`config.mk`:
```
export PLATFORM = sky130hd
export DESIGN_NAME = pid_speed_controller_clamped_flat
export DESIGN_NICKNAME = d
export VERILOG_FILES = /design/src/design/psc_pkg.sv /design/src/design/psc_if.sv /design/src/design/psc_error_stage.sv /design/src/design/psc_gain_stage.sv /design/src/design/psc_sum_clamp.sv /design/src/design/pid_speed_controller_clamped.sv /design/src/flat_wrapper.sv
export SDC_FILE = /design/constraint.sdc
export NUM_CORES = 2
export LEC_CHECK = 0
export CORE_UTILIZATION = 53
export CTS_BUF_LIST = sky130_fd_sc_hd__clkbuf_4
export DETAILED_ROUTE_END_ITERATION = 6
export DONT_BUFFER_PORTS = 1
export GPL_TIMING_DRIVEN = 1
export PLACE_DENSITY_LB_ADDON = 0.1
export SLEW_MARGIN = 20
export SYNTH_ARGS = -nofsm -noshare
export SYNTH_HDL_FRONTEND = slang
export SYNTH_SLANG_ARGS = --single-unit
```
`constraint.sdc`:
```
create_clock -name clk_i -period 11.05 [get_ports clk_i]
set_clock_uncertainty 0.15 [all_clocks]
set_input_delay 1.105 -clock clk_i [delete_from_list [all_inputs] [get_ports clk_i]]
set_output_delay 1.105 -clock clk_i [all_outputs]
set_load 0.03 [all_outputs]
```
`src/design/psc_pkg.sv`:
```
// shared types and constants for the clamped pid speed controller
// no dependencies; used by every module of the block

package psc_pkg;

  // widths of the work fields
  localparam int unsigned CountW = 16;
  localparam int unsigned GainW  = 12;
  localparam int unsigned LimitW = 15;
  localparam int unsigned ErrW   = 17;
  localparam int unsigned DiffW  = 18;
  localparam int unsigned SumW   = 32;
  localparam int unsigned PropW  = GainW + 1 + ErrW;
  localparam int unsigned IntgW  = GainW + 1 + SumW;
  localparam int unsigned DerW   = GainW + 1 + DiffW;
  localparam int unsigned AccW   = IntgW + 1;
  localparam int unsigned QuotW  = AccW - 8;

  // register reset values
  localparam logic [GainW-1:0]  GainPReset  = 12'd1408;
  localparam logic [GainW-1:0]  GainIReset  = 12'd166;
  localparam logic [GainW-1:0]  GainDReset  = 12'd256;
  localparam logic [LimitW-1:0] LimitReset  = 15'd1000;

  // configuration register indexes
  typedef enum logic [1:0] {
    CFG_GAIN_P      = 2'd0,
    CFG_GAIN_I      = 2'd1,
    CFG_GAIN_D      = 2'd2,
    CFG_DRIVE_LIMIT = 2'd3
  } cfg_idx_e;

  // error terms handed from the error stage to the gain stage
  typedef struct packed {
    logic signed [ErrW-1:0]  err;
    logic signed [SumW-1:0]  err_sum;
    logic signed [DiffW-1:0] err_diff;
    logic                    tgt_zero;
  } err_terms_t;

  // products handed from the gain stage to the sum and clamp stage
  typedef struct packed {
    logic signed [PropW-1:0] prop;
    logic signed [IntgW-1:0] intg;
    logic signed [DerW-1:0]  deriv;
    logic                    tgt_zero;
  } products_t;

endpackage

```
`src/design/psc_if.sv`:
```
// valid/ready channel interfaces for input and result words
// depends on psc_pkg for field widths

interface psc_in_if;
  import psc_pkg::*;
  logic                     valid;
  logic                     ready;
  logic signed [CountW-1:0] measured_count;
  logic signed [CountW-1:0] target_speed;

  modport source (output valid, measured_count, target_speed, input ready);
  modport sink   (input valid, measured_count, target_speed, output ready);
endinterface

interface psc_out_if;
  import psc_pkg::*;
  logic                     valid;
  logic                     ready;
  logic signed [CountW-1:0] drive_value;

  modport source (output valid, drive_value, input ready);
  modport sink   (input valid, drive_value, output ready);
endinterface

```
`src/design/psc_error_stage.sv`:
```
// input stage: error, saturating integral and derivative difference
// depends on psc_pkg; holds the controller state registers

module psc_error_stage import psc_pkg::*; (
  input  logic                     clk_i,
  input  logic                     rst_ni,
  input  logic                     in_valid_i,
  output logic                     in_ready_o,
  input  logic signed [CountW-1:0] measured_count_i,
  input  logic signed [CountW-1:0] target_speed_i,
  output logic                     terms_valid_o,
  input  logic                     terms_ready_i,
  output err_terms_t               terms_o
);

  logic                    valid_q, valid_d;
  err_terms_t              terms_q;
  logic signed [SumW-1:0]  sum_q;
  logic signed [ErrW-1:0]  prev_q;
  logic                    accept;
  logic signed [ErrW-1:0]  err;
  logic signed [SumW:0]    sum_wide;
  logic signed [SumW-1:0]  sum_sat;
  logic signed [DiffW-1:0] diff;

  assign in_ready_o    = !valid_q || terms_ready_i;
  assign accept        = in_valid_i && in_ready_o;
  assign terms_valid_o = valid_q;
  assign terms_o       = terms_q;

  // error and saturating running sum
  always_comb begin
    err      = ErrW'(measured_count_i) - ErrW'(target_speed_i);
    sum_wide = (SumW+1)'(sum_q) + (SumW+1)'(err);
    if (sum_wide[SumW] != sum_wide[SumW-1]) begin
      sum_sat = sum_wide[SumW] ? {1'b1, {(SumW-1){1'b0}}} : {1'b0, {(SumW-1){1'b1}}};
    end else begin
      sum_sat = sum_wide[SumW-1:0];
    end
    diff = DiffW'(err) - DiffW'(prev_q);
  end

  // stage valid
  always_comb begin
    valid_d = valid_q;
    if (accept) begin
      valid_d = 1'b1;
    end else if (terms_ready_i) begin
      valid_d = 1'b0;
    end
  end

  // control and state registers
  always_ff @(posedge clk_i or negedge rst_ni) begin
    if (!rst_ni) begin
      valid_q <= 1'b0;
      sum_q   <= '0;
      prev_q  <= '0;
    end else begin
      valid_q <= valid_d;
      if (accept) begin
        sum_q  <= sum_sat;
        prev_q <= err;
      end
    end
  end

  // payload register
  always_ff @(posedge clk_i) begin
    if (accept) begin
      terms_q.err      <= err;
      terms_q.err_sum  <= sum_sat;
      terms_q.err_diff <= diff;
      terms_q.tgt_zero <= (target_speed_i == '0);
    end
  end

  // an accepted word always leaves valid terms behind
  a_accept_valid: assert property (@(posedge clk_i) disable iff (!rst_ni)
    accept |=> valid_q) else $error("error stage lost an accepted word");

  // previous error tracks the error of the last accepted word
  a_prev_track: assert property (@(posedge clk_i) disable iff (!rst_ni)
    accept |=> prev_q == terms_q.err && sum_q == terms_q.err_sum)
    else $error("state and stage payload disagree");

  // adding a non-negative error to a non-negative sum never goes negative
  a_sum_sat: assert property (@(posedge clk_i) disable iff (!rst_ni)
    accept && !sum_q[SumW-1] && !err[ErrW-1] |=> !sum_q[SumW-1])
    else $error("integral wrapped instead of saturating");

endmodule

```
`src/design/psc_gain_stage.sv`:
```
// gain stage: three parallel products of gains and error terms
// depends on psc_pkg

module psc_gain_stage import psc_pkg::*; (
  input  logic              clk_i,
  input  logic              rst_ni,
  input  logic [GainW-1:0]  gain_p_i,
  input  logic [GainW-1:0]  gain_i_i,
  input  logic [GainW-1:0]  gain_d_i,
  input  logic              terms_valid_i,
  output logic              terms_ready_o,
  input  err_terms_t        terms_i,
  output logic              prod_valid_o,
  input  logic              prod_ready_i,
  output products_t         prod_o
);

  logic      valid_q, valid_d;
  products_t prod_q;
  products_t prod_d;
  logic      accept;

  assign terms_ready_o = !valid_q || prod_ready_i;
  assign accept        = terms_valid_i && terms_ready_o;
  assign prod_valid_o  = valid_q;
  assign prod_o        = prod_q;

  // unsigned gains times signed terms
  always_comb begin
    prod_d.prop     = $signed({1'b0, gain_p_i}) * terms_i.err;
    prod_d.intg     = $signed({1'b0, gain_i_i}) * terms_i.err_sum;
    prod_d.deriv    = $signed({1'b0, gain_d_i}) * terms_i.err_diff;
    prod_d.tgt_zero = terms_i.tgt_zero;
  end

  // stage valid
  always_comb begin
    valid_d = valid_q;
    if (accept) begin
      valid_d = 1'b1;
    end else if (prod_ready_i) begin
      valid_d = 1'b0;
    end
  end

  always_ff @(posedge clk_i or negedge rst_ni) begin
    if (!rst_ni) begin
      valid_q <= 1'b0;
    end else begin
      valid_q <= valid_d;
    end
  end

  always_ff @(posedge clk_i) begin
    if (accept) begin
      prod_q <= prod_d;
    end
  end

endmodule

```
`src/design/psc_sum_clamp.sv`:
```
// output stage: sum of products, truncating divide by 256, clamp, zero force
// depends on psc_pkg; drives the result register

module psc_sum_clamp import psc_pkg::*; (
  input  logic                     clk_i,
  input  logic                     rst_ni,
  input  logic [LimitW-1:0]        drive_limit_i,
  input  logic                     prod_valid_i,
  output logic                     prod_ready_o,
  input  products_t                prod_i,
  output logic                     out_valid_o,
  input  logic                     out_ready_i,
  output logic signed [CountW-1:0] drive_value_o
);

  logic                     valid_q, valid_d;
  logic signed [CountW-1:0] drive_q;
  logic signed [CountW-1:0] drive_d;
  logic                     accept;
  logic signed [AccW-1:0]   acc;
  logic signed [QuotW-1:0]  quot;
  logic signed [QuotW-1:0]  lim_pos;
  logic signed [QuotW-1:0]  lim_neg;

  assign prod_ready_o  = !valid_q || out_ready_i;
  assign accept        = prod_valid_i && prod_ready_o;
  assign out_valid_o   = valid_q;
  assign drive_value_o = drive_q;

  // exact sum, divide toward zero, clamp
  always_comb begin
    acc     = AccW'(prod_i.prop) + AccW'(prod_i.intg) + AccW'(prod_i.deriv);
    quot    = acc[AccW-1:8] + QuotW'(acc[AccW-1] && (acc[7:0] != '0));
    lim_pos = QuotW'({1'b0, drive_limit_i});
    lim_neg = -lim_pos;
    if (prod_i.tgt_zero) begin
      drive_d = '0;
    end else if (quot > lim_pos) begin
      drive_d = lim_pos[CountW-1:0];
    end else if (quot < lim_neg) begin
      drive_d = lim_neg[CountW-1:0];
    end else begin
      drive_d = quot[CountW-1:0];
    end
  end

  // result valid
  always_comb begin
    valid_d = valid_q;
    if (accept) begin
      valid_d = 1'b1;
    end else if (out_ready_i) begin
      valid_d = 1'b0;
    end
  end

  always_ff @(posedge clk_i or negedge rst_ni) begin
    if (!rst_ni) begin
      valid_q <= 1'b0;
    end else begin
      valid_q <= valid_d;
    end
  end

  always_ff @(posedge clk_i) begin
    if (accept) begin
      drive_q <= drive_d;
    end
  end

  // result stays inside the symmetric limit
  a_clamp: assert property (@(posedge clk_i) disable iff (!rst_ni)
    valid_q |-> drive_q <= $signed({1'b0, drive_limit_i})
             && drive_q >= -$signed({1'b0, drive_limit_i}))
    else $error("drive word outside limit");

  // zero target gives a zero drive word
  a_zero_target: assert property (@(posedge clk_i) disable iff (!rst_ni)
    accept && prod_i.tgt_zero |=> drive_q == '0)
    else $error("zero target did not force zero drive");

  // a product word taken always shows up as a result
  a_result: assert property (@(posedge clk_i) disable iff (!rst_ni)
    accept |=> valid_q) else $error("output stage dropped a word");

endmodule

```
`src/design/pid_speed_controller_clamped.sv`:
```
// top level of the clamped pid speed controller: config registers and pipeline
// depends on psc_pkg, psc_if, psc_error_stage, psc_gain_stage, psc_sum_clamp
//
//  channel  | dir | word
//  ---------+-----+-------------------------------------------
//  in_i     | in  | measured_count[15:0], target_speed[15:0]
//  out_o    | out | drive_value[15:0]
//  cfg      | in  | cfg_we_i, cfg_idx_i[1:0], cfg_data_i[14:0]
//
// three register stages: error terms, products, clamped result
// one word per cycle sustained while the output takes results; the result is offered
// once the word has passed the error terms, products and result registers
// the integral and previous error update when a word is accepted
// a stalled output backs up stage by stage; each stage refills as soon as it moves
// reset clears state and loads default gains and limit

module pid_speed_controller_clamped import psc_pkg::*; (
  input  logic              clk_i,
  input  logic              rst_ni,
  psc_in_if.sink            in_i,
  psc_out_if.source         out_o,
  input  logic              cfg_we_i,
  input  logic [1:0]        cfg_idx_i,
  input  logic [LimitW-1:0] cfg_data_i
);

  logic [GainW-1:0]  gain_p_q;
  logic [GainW-1:0]  gain_i_q;
  logic [GainW-1:0]  gain_d_q;
  logic [LimitW-1:0] limit_q;

  logic       terms_valid;
  logic       terms_ready;
  err_terms_t terms;
  logic       prod_valid;
  logic       prod_ready;
  products_t  prod;

  // configuration registers
  always_ff @(posedge clk_i or negedge rst_ni) begin
    if (!rst_ni) begin
      gain_p_q <= GainPReset;
      gain_i_q <= GainIReset;
      gain_d_q <= GainDReset;
      limit_q  <= LimitReset;
    end else if (cfg_we_i) begin
      unique case (cfg_idx_e'(cfg_idx_i))
        CFG_GAIN_P:      gain_p_q <= cfg_data_i[GainW-1:0];
        CFG_GAIN_I:      gain_i_q <= cfg_data_i[GainW-1:0];
        CFG_GAIN_D:      gain_d_q <= cfg_data_i[GainW-1:0];
        CFG_DRIVE_LIMIT: limit_q  <= cfg_data_i;
        default: ;
      endcase
    end
  end

  psc_error_stage u_error (
    .clk_i            (clk_i),
    .rst_ni           (rst_ni),
    .in_valid_i       (in_i.valid),
    .in_ready_o       (in_i.ready),
    .measured_count_i (in_i.measured_count),
    .target_speed_i   (in_i.target_speed),
    .terms_valid_o    (terms_valid),
    .terms_ready_i    (terms_ready),
    .terms_o          (terms)
  );

  psc_gain_stage u_gain (
    .clk_i         (clk_i),
    .rst_ni        (rst_ni),
    .gain_p_i      (gain_p_q),
    .gain_i_i      (gain_i_q),
    .gain_d_i      (gain_d_q),
    .terms_valid_i (terms_valid),
    .terms_ready_o (terms_ready),
    .terms_i       (terms),
    .prod_valid_o  (prod_valid),
    .prod_ready_i  (prod_ready),
    .prod_o        (prod)
  );

  psc_sum_clamp u_clamp (
    .clk_i         (clk_i),
    .rst_ni        (rst_ni),
    .drive_limit_i (limit_q),
    .prod_valid_i  (prod_valid),
    .prod_ready_o  (prod_ready),
    .prod_i        (prod),
    .out_valid_o   (out_o.valid),
    .out_ready_i   (out_o.ready),
    .drive_value_o (out_o.drive_value)
  );

endmodule

```
`src/flat_wrapper.sv`:
```
// flat-port wrapper written by rule: the top's interface ports become plain ports
module pid_speed_controller_clamped_flat import psc_pkg::*;
  (clk_i, rst_ni, cfg_we_i, cfg_idx_i, cfg_data_i, in_i_valid, in_i_measured_count, in_i_target_speed, in_i_ready, out_o_valid, out_o_drive_value, out_o_ready);
  psc_in_if in_i_i ();
  psc_out_if out_o_i ();
  input  logic clk_i;
  input  logic rst_ni;
  input  logic cfg_we_i;
  input  logic [1:0] cfg_idx_i;
  input  logic [LimitW-1:0] cfg_data_i;
  input wire logic [$bits(in_i_i.valid)-1:0] in_i_valid;
  input wire logic [$bits(in_i_i.measured_count)-1:0] in_i_measured_count;
  input wire logic [$bits(in_i_i.target_speed)-1:0] in_i_target_speed;
  output wire logic [$bits(in_i_i.ready)-1:0] in_i_ready;
  output wire logic [$bits(out_o_i.valid)-1:0] out_o_valid;
  output wire logic [$bits(out_o_i.drive_value)-1:0] out_o_drive_value;
  input wire logic [$bits(out_o_i.ready)-1:0] out_o_ready;
  assign in_i_i.valid = in_i_valid;
  assign in_i_i.measured_count = in_i_measured_count;
  assign in_i_i.target_speed = in_i_target_speed;
  assign in_i_ready = in_i_i.ready;
  assign out_o_valid = out_o_i.valid;
  assign out_o_drive_value = out_o_i.drive_value;
  assign out_o_i.ready = out_o_ready;
  pid_speed_controller_clamped u_core (.clk_i(clk_i), .rst_ni(rst_ni), .in_i(in_i_i), .out_o(out_o_i), .cfg_we_i(cfg_we_i), .cfg_idx_i(cfg_idx_i), .cfg_data_i(cfg_data_i));
endmodule
```
Yosys cells after proc, flatten, opt, wreduce, memory -nomap -nowiden. Cells that the tools add are included.

Word-level logic and storage cells: 66. Flip-flop bits (word level): 294. Output and inout port bits: 18.

Order comparisons: 2. Add/sub/neg operators: 7. Equal/unequal tests: 4. Mux-type cells: 10. Reduce and logical (&&, ||, !) cells: 21. $mul: 3.

Operators with widths (count): 2-to-1 mux 32 bit (2); adder 30 x 45 -> 46 bit (1); adder 46 x 31 -> 46 bit (1); multiplier 13 x 32 -> 45 bit (1); adder 38 x 1 -> 38 bit (1); greater-than comparator 38 x 16 -> 1 bit (1); < comparator 38 bit (1); negator 15 -> 38 bit (1); adder 32 x 17 -> 33 bit (1); multiplier 13 x 18 -> 31 bit (1); multiplier 13 x 17 -> 30 bit (1); subtractor 17 x 17 -> 18 bit (1); subtractor 16 x 16 -> 17 bit (1); zero test 16 bit (1); 2-to-1 mux 16 bit (1); 2-to-1 mux 15 bit (1); AND reduction 2 bit (4); nonzero test 8 bit (1); 2-to-1 mux 1 bit (6); nonzero test 2 bit (3); equality test 2 bit, second input constant (2); logical AND 1 bit (4); zero test 1 bit (3); logical OR 1 bit (3); other kinds (4) (4).

Logic depth before layout (Yosys ltp).
Depth after elaboration: 8. Gate-level depth with buffers: 42. Mapped depth without buffers: 39.

By module. From an unflattened synthesis, not the netlist that was laid out.

Cell total of the unflattened synthesis: 5435. Area, all modules: 50060.5 sq um.

By module, submodules not included: psc_gain_stage (instances 1, cells an instance 3549, area an instance 32402.3 sq um, seq. area each 3238.1 sq um); psc_error_stage (instances 1, cells an instance 795, area an instance 7871.3 sq um, seq. area each 3293.2 sq um); psc_sum_clamp (instances 1, cells an instance 981, area an instance 7851.3 sq um, seq. area each 505.5 sq um); pid_speed_controller_clamped (instances 1, cells an instance 110, area an instance 1935.6 sq um, seq. area each 1293.7 sq um).

Worst setup path before layout. OpenSTA, ideal clock, no wires.

Path type: flip-flop to flip-flop. Start: reg u_core.u_gain.prod_q, in the netlist u_core.u_gain.prod_o[2]. End: reg u_core.u_clamp.drive_q[13] (netlist: u_core.u_clamp.drive_value_o[13]) (data pin). Required time: 10628 ps. Stages on the path, launching flop included: 40. Setup time: 272 ps. Setup slack: 2290 ps. Arrival time: 8338 ps. Path through: edfxtp_1 -> fa_1 -> ha_1 -> fa_1 -> a211oi_2 -> o211ai_2 -> nand3_1 -> o211ai_2 -> a211oi_1 -> a211o_1 -> a31oi_1 -> a211oi_1 -> nor2_1 -> a21o_1 -> a21oi_1 -> xnor2_1 -> a21oi_1 -> ha_1 -> [... 4 more ...] -> nand3_4 -> nor2_1 -> xor2_1 -> ha_1 -> nand4_1 -> nor3_1 -> a211oi_1 -> o21ai_0 -> a221o_1 -> a31oi_1 -> nor3_1 -> a2111oi_2 -> a32oi_1 -> o2111a_2 -> o21bai_4 -> buf_12 -> mux2i_1 -> o221ai_1.

Longest elaborated chain between the ends: 7. Elaborated cells between the ends (all ways): 8.

Ends and longest elaborated chain: from (decl) (line psc_gain_stage.sv:19) `products_t prod_q;`; from (signal assigned) (line psc_gain_stage.sv:56) `prod_q <= prod_d;`; adder 46 x 31 -> 46 bit * (line psc_sum_clamp.sv:32) `acc = AccW'(prod_i.prop) + AccW'(prod_i.intg) + AccW'(prod_i.deriv);`; nonzero test 8 bit (line psc_sum_clamp.sv:33) `quot = acc[AccW-1:8] + QuotW'(acc[AccW-1] && (acc[7:0] != '0));`; logical AND 1 bit (line psc_sum_clamp.sv:33); adder 38 x 1 -> 38 bit * (line psc_sum_clamp.sv:33); < comparator 38 bit (line psc_sum_clamp.sv:40) `end else if (quot < lim_neg) begin`; 2-to-1 mux 16 bit (line psc_sum_clamp.sv:40); 2-to-1 mux 15 bit * (line psc_sum_clamp.sv:38) `end else if (quot > lim_pos) begin`; to (signal assigned) (line psc_sum_clamp.sv:67) `drive_q <= drive_d;`; to (signal assigned) (line psc_sum_clamp.sv:73) `valid_q |-> drive_q <= $signed({1'b0, drive_limit_i})`; to (decl) (line psc_sum_clamp.sv:17) `logic signed [CountW-1:0] drive_q;`.

Every way passes the cells marked *; elsewhere a longest branch is shown, timed or not. A chain may end at the register's enable or synchronous reset.

Final worst setup path.
Start: reg u_core.u_gain.prod_q, in the netlist u_core.u_gain.prod_o[2]. End: reg u_core.u_clamp.drive_q[3] (netlist: u_core.u_clamp.drive_value_o[3]) (data pin).

Same word-level chain as after synthesis.

==> results.yml <==
sta:
  tns_ns: 0
  rsz0062_at_grt: "false"
  setup_slack_ns: 0.8389
  period_share_pct: 92.41
  max_freq_mhz: 97.93
  relSlewSlack_pct: 28.99
  hold_viol_final: 0
  slew_violations: 0
  finalCriticalPeriod_ns: 10.21
  worst-slew-pin-transition_ns: 1.052
  setup_viol: 0
final_layout:
  drive_gt1_share_pct: 5.988
  area_growth_pct: 4.154
  utilization_pct: 55.76
  fin_nets: 6104
clocking:
  clock-sinks: 294
  ctsResizeCount: 0
  clkLatencyLatePin_ns: 0.84
  cts_root_buf: "clkbuf_4"
  post-cts-setup-buffers: 0
  clockBufferDepth: 3
  htreeDepth: 3
  cts_tree: "yes"
  clk_pin_slew_ns: 0.07
  numCtsBuffers: 84
outcome:
  violations: "DRC"
  status: "complete, but fails checks"
route:
  via_count: 33260
  drtIter0Drc: 2044
  wirelength_mm: 113.1
  detail-route-antenna-nets: 0
  routedWlPerCell_um: 18.50
  drc: 42
  via_per_inst: 5.440
  drt-pass1-iter-count: 7
die:
  rows: 109
  io_pins: 72
  coreArea_mm2: 0.08851
  die_h_um: 301.0
  die_x_um: 301.0
  initial_core_util_pct: 53.53
  die-area_mm2: 0.09060
grt:
  grt.total_usage_pct: 26.24
  grt_max_degree: 104
  met3_usage_pct: 4.812
  grt_util_met1_pct: 37.53
  grt_pass1_vias: 34420
  antenna_found_initial: 9
  busiest_layer: "met2"
  grtUsageMet2_pct: 40.47
  grt_pass1_wl_mm: 186.1
  gr-total-overflow: 0
placement:
  preCtsSetupSlack_ns: 0.6520
  dp_hpwl_mm: 92.28
  portBuffers: 0
  gp_congestion: 0.8724
yosys:
  synth_ff_type: "edfxtp_1"
  synth_cells: 4958
  async_flop_share_pct: 35.03
  yosysSeqAreaShare_pct: 17.58
  synth.avg_cell_area_um2: 9.557
  netlist_area_mm2: 0.04738
  synth_cell_types: 100
  ys_ff_latch: 294
  synth_nets: 6186
  ys_warn_count: 0
  synth-edff-count: 191
setup_path:
  critical_path_peak_fanout: 12
  max_stage_delay_ns: 0.58
  critPathKind: "flop to flop"
  crit_top_cell: "ha_1"
  cp_slowest_cell: "or4_4"
  worst-endpoint-arrival_ns: 10.61
  startpoint_type: "flop"
  critPathRequiredTime_ns: 11.45
  timing.critical_path.to_type: "flop"
min_path:
  worstHoldPathType: "input port to flop"
job:
  max-cap-violations: 0
## metrics by stage
| step | hold slack, ns | cells | cell area [um2] |
|---|---|---|---|
| 2_1_floorplan | 0.2503 | 4958 | 47380 |
| 3_3_place_gp | 0.3144 | 5952 | 48160 |
| 3_5_place_dp | 0.3207 | 5952 | 48160 |
| 4_1_cts | 0.1258 | 6107 | 49320 |
| 5_1_grt | 0.1429 | 6110 | 49340 |
| 6_report | 0.2174 | 6114 | 49350 |
## placed cells by master, fill, tap and decap left out, types with 32 or more instances in the layout
cell	n
a21o_1	73
dfrtp_1	86
o21a_1	40
a21oi_1	143
edfxtp_1	191
nor2b_1	32
nand2_1	522
ha_1	401
fa_1	773
and2_1	434
xor2_1	57
clkbuf_4	123
inv_1	917
o21ai_0	133
nand3_1	61
nor2_1	197
xnor2_1	155
mux2_2	66
nor3_1	73
## layer usage
layer,routed length (um),vias to the layer above
li1,-,15640
met1,52670,16730
met2,50030,768
met3,6933,124
met4,3460,2
met5,14,-
## cell families (layout without fill, tap and decap cells)
family | Yosys count | count (layout) | synth area share [%]
AO/OA/AOI/OAI | 596 | 597 | 8.429
XOR/XNOR | 212 | 212 | 3.919
adder cells (fa/ha/maj) | 1176 | 1176 | 43.29
buffers and inverters | 1106 | 1090 | 9.004
flip-flops | 294 | 294 | 17.58
multiplexers | 82 | 82 | 1.906
other | 0 | 6 | 0
AND/OR/NAND/NOR | 1492 | 1492 | 15.87
## final cells by class
class	count	area [um2]
Antenna cell	6	15.01
Timing Repair Buffer	19	165.2
Tap cell	1165	1458
Sequential cell	294	8334
Fill cell	8033	39160
Clock inverter	30	192.7
Multi-Input combinational cell	3559	34820
Inverter	918	3448
Clock buffer	123	923.4
## sequential cells by signal (all words and copies together), names as in the netlist
signal and cells:
u_core.gain_p_q 12, u_core.u_gain.prod_valid_o 1, u_core.u_error.prev_q 17, u_core.u_error.sum_q 32, u_core.gain_d_q 12, u_core.limit_q 15
u_core.u_gain.prod_o 107, u_core.u_error.terms_valid_o 1, u_core.u_error.terms_o 68, u_core.u_clamp.drive_value_o 16, u_core.gain_i_q 12, u_core.u_clamp.out_valid_o 1
## path summary, 6_finish.rpt
| path | to | slack, ns | cells past startpoint | from |
|---|---|---|---|---|
| max in group asynchronous | u_core.u_error.sum_q[15] | 9.39 | 2 | rst_ni |
| max reg2reg | u_core.u_clamp.drive_value_o[3] | 0.84 | 38 | u_core.u_gain.prod_o[2] |
| min reg2reg | u_core.u_error.prev_q[15] | 0.33 | 2 | u_core.u_error.prev_q[15] |
| max | u_core.u_clamp.drive_value_o[3] | 0.84 | 38 | u_core.u_gain.prod_o[2] |
| min in group asynchronous | u_core.limit_q[12] | 0.79 | 2 | rst_ni |
| min | u_core.limit_q[12] | 0.22 | 1 | cfg_data_i[12] |
## worst max-delay path: cells and delay by family, from the launching register on
| kind | cells | cell delay [ns] |
|---|---|---|
| multiplexers | 1 | 0.27 |
| AO/OA/AOI/OAI | 20 | 5.18 |
| flip-flops | 1 | 0.40 |
| adder cells (fa/ha/maj) | 6 | 1.87 |
| XOR/XNOR | 2 | 0.43 |
| AND/OR/NAND/NOR | 9 | 1.61 |
## cell usage after synthesis (66+ instances only)
library cell / count / area share [%]
inv_1: 917 / 7.3
and2_1: 435 / 5.7
clkbuf_1: 168 / 1.3
xnor2_1: 155 / 2.9
a21oi_1: 143 / 1.5
fa_1: 773 / 33
o21ai_0: 133 / 1.4
edfxtp_1: 191 / 12
nor2_1: 197 / 1.6
a21o_1: 73 / 1.2
nor3_1: 73 / 0.77
dfrtp_1: 89 / 4.7
mux2_2: 66 / 1.6
ha_1: 401 / 11
nand2_1: 522 / 4.1
## timing repair
| item | CTS | global route |
|---|---|---|
| hold endpoints to repair | 103 | 0 |
| setup endpoints to repair | 0 | 2 |
| hold buffers | 2 | 0 |
Power is not shown: default switching activity piles up to over one toggle a cycle in this logic, so the estimate is an artifact.
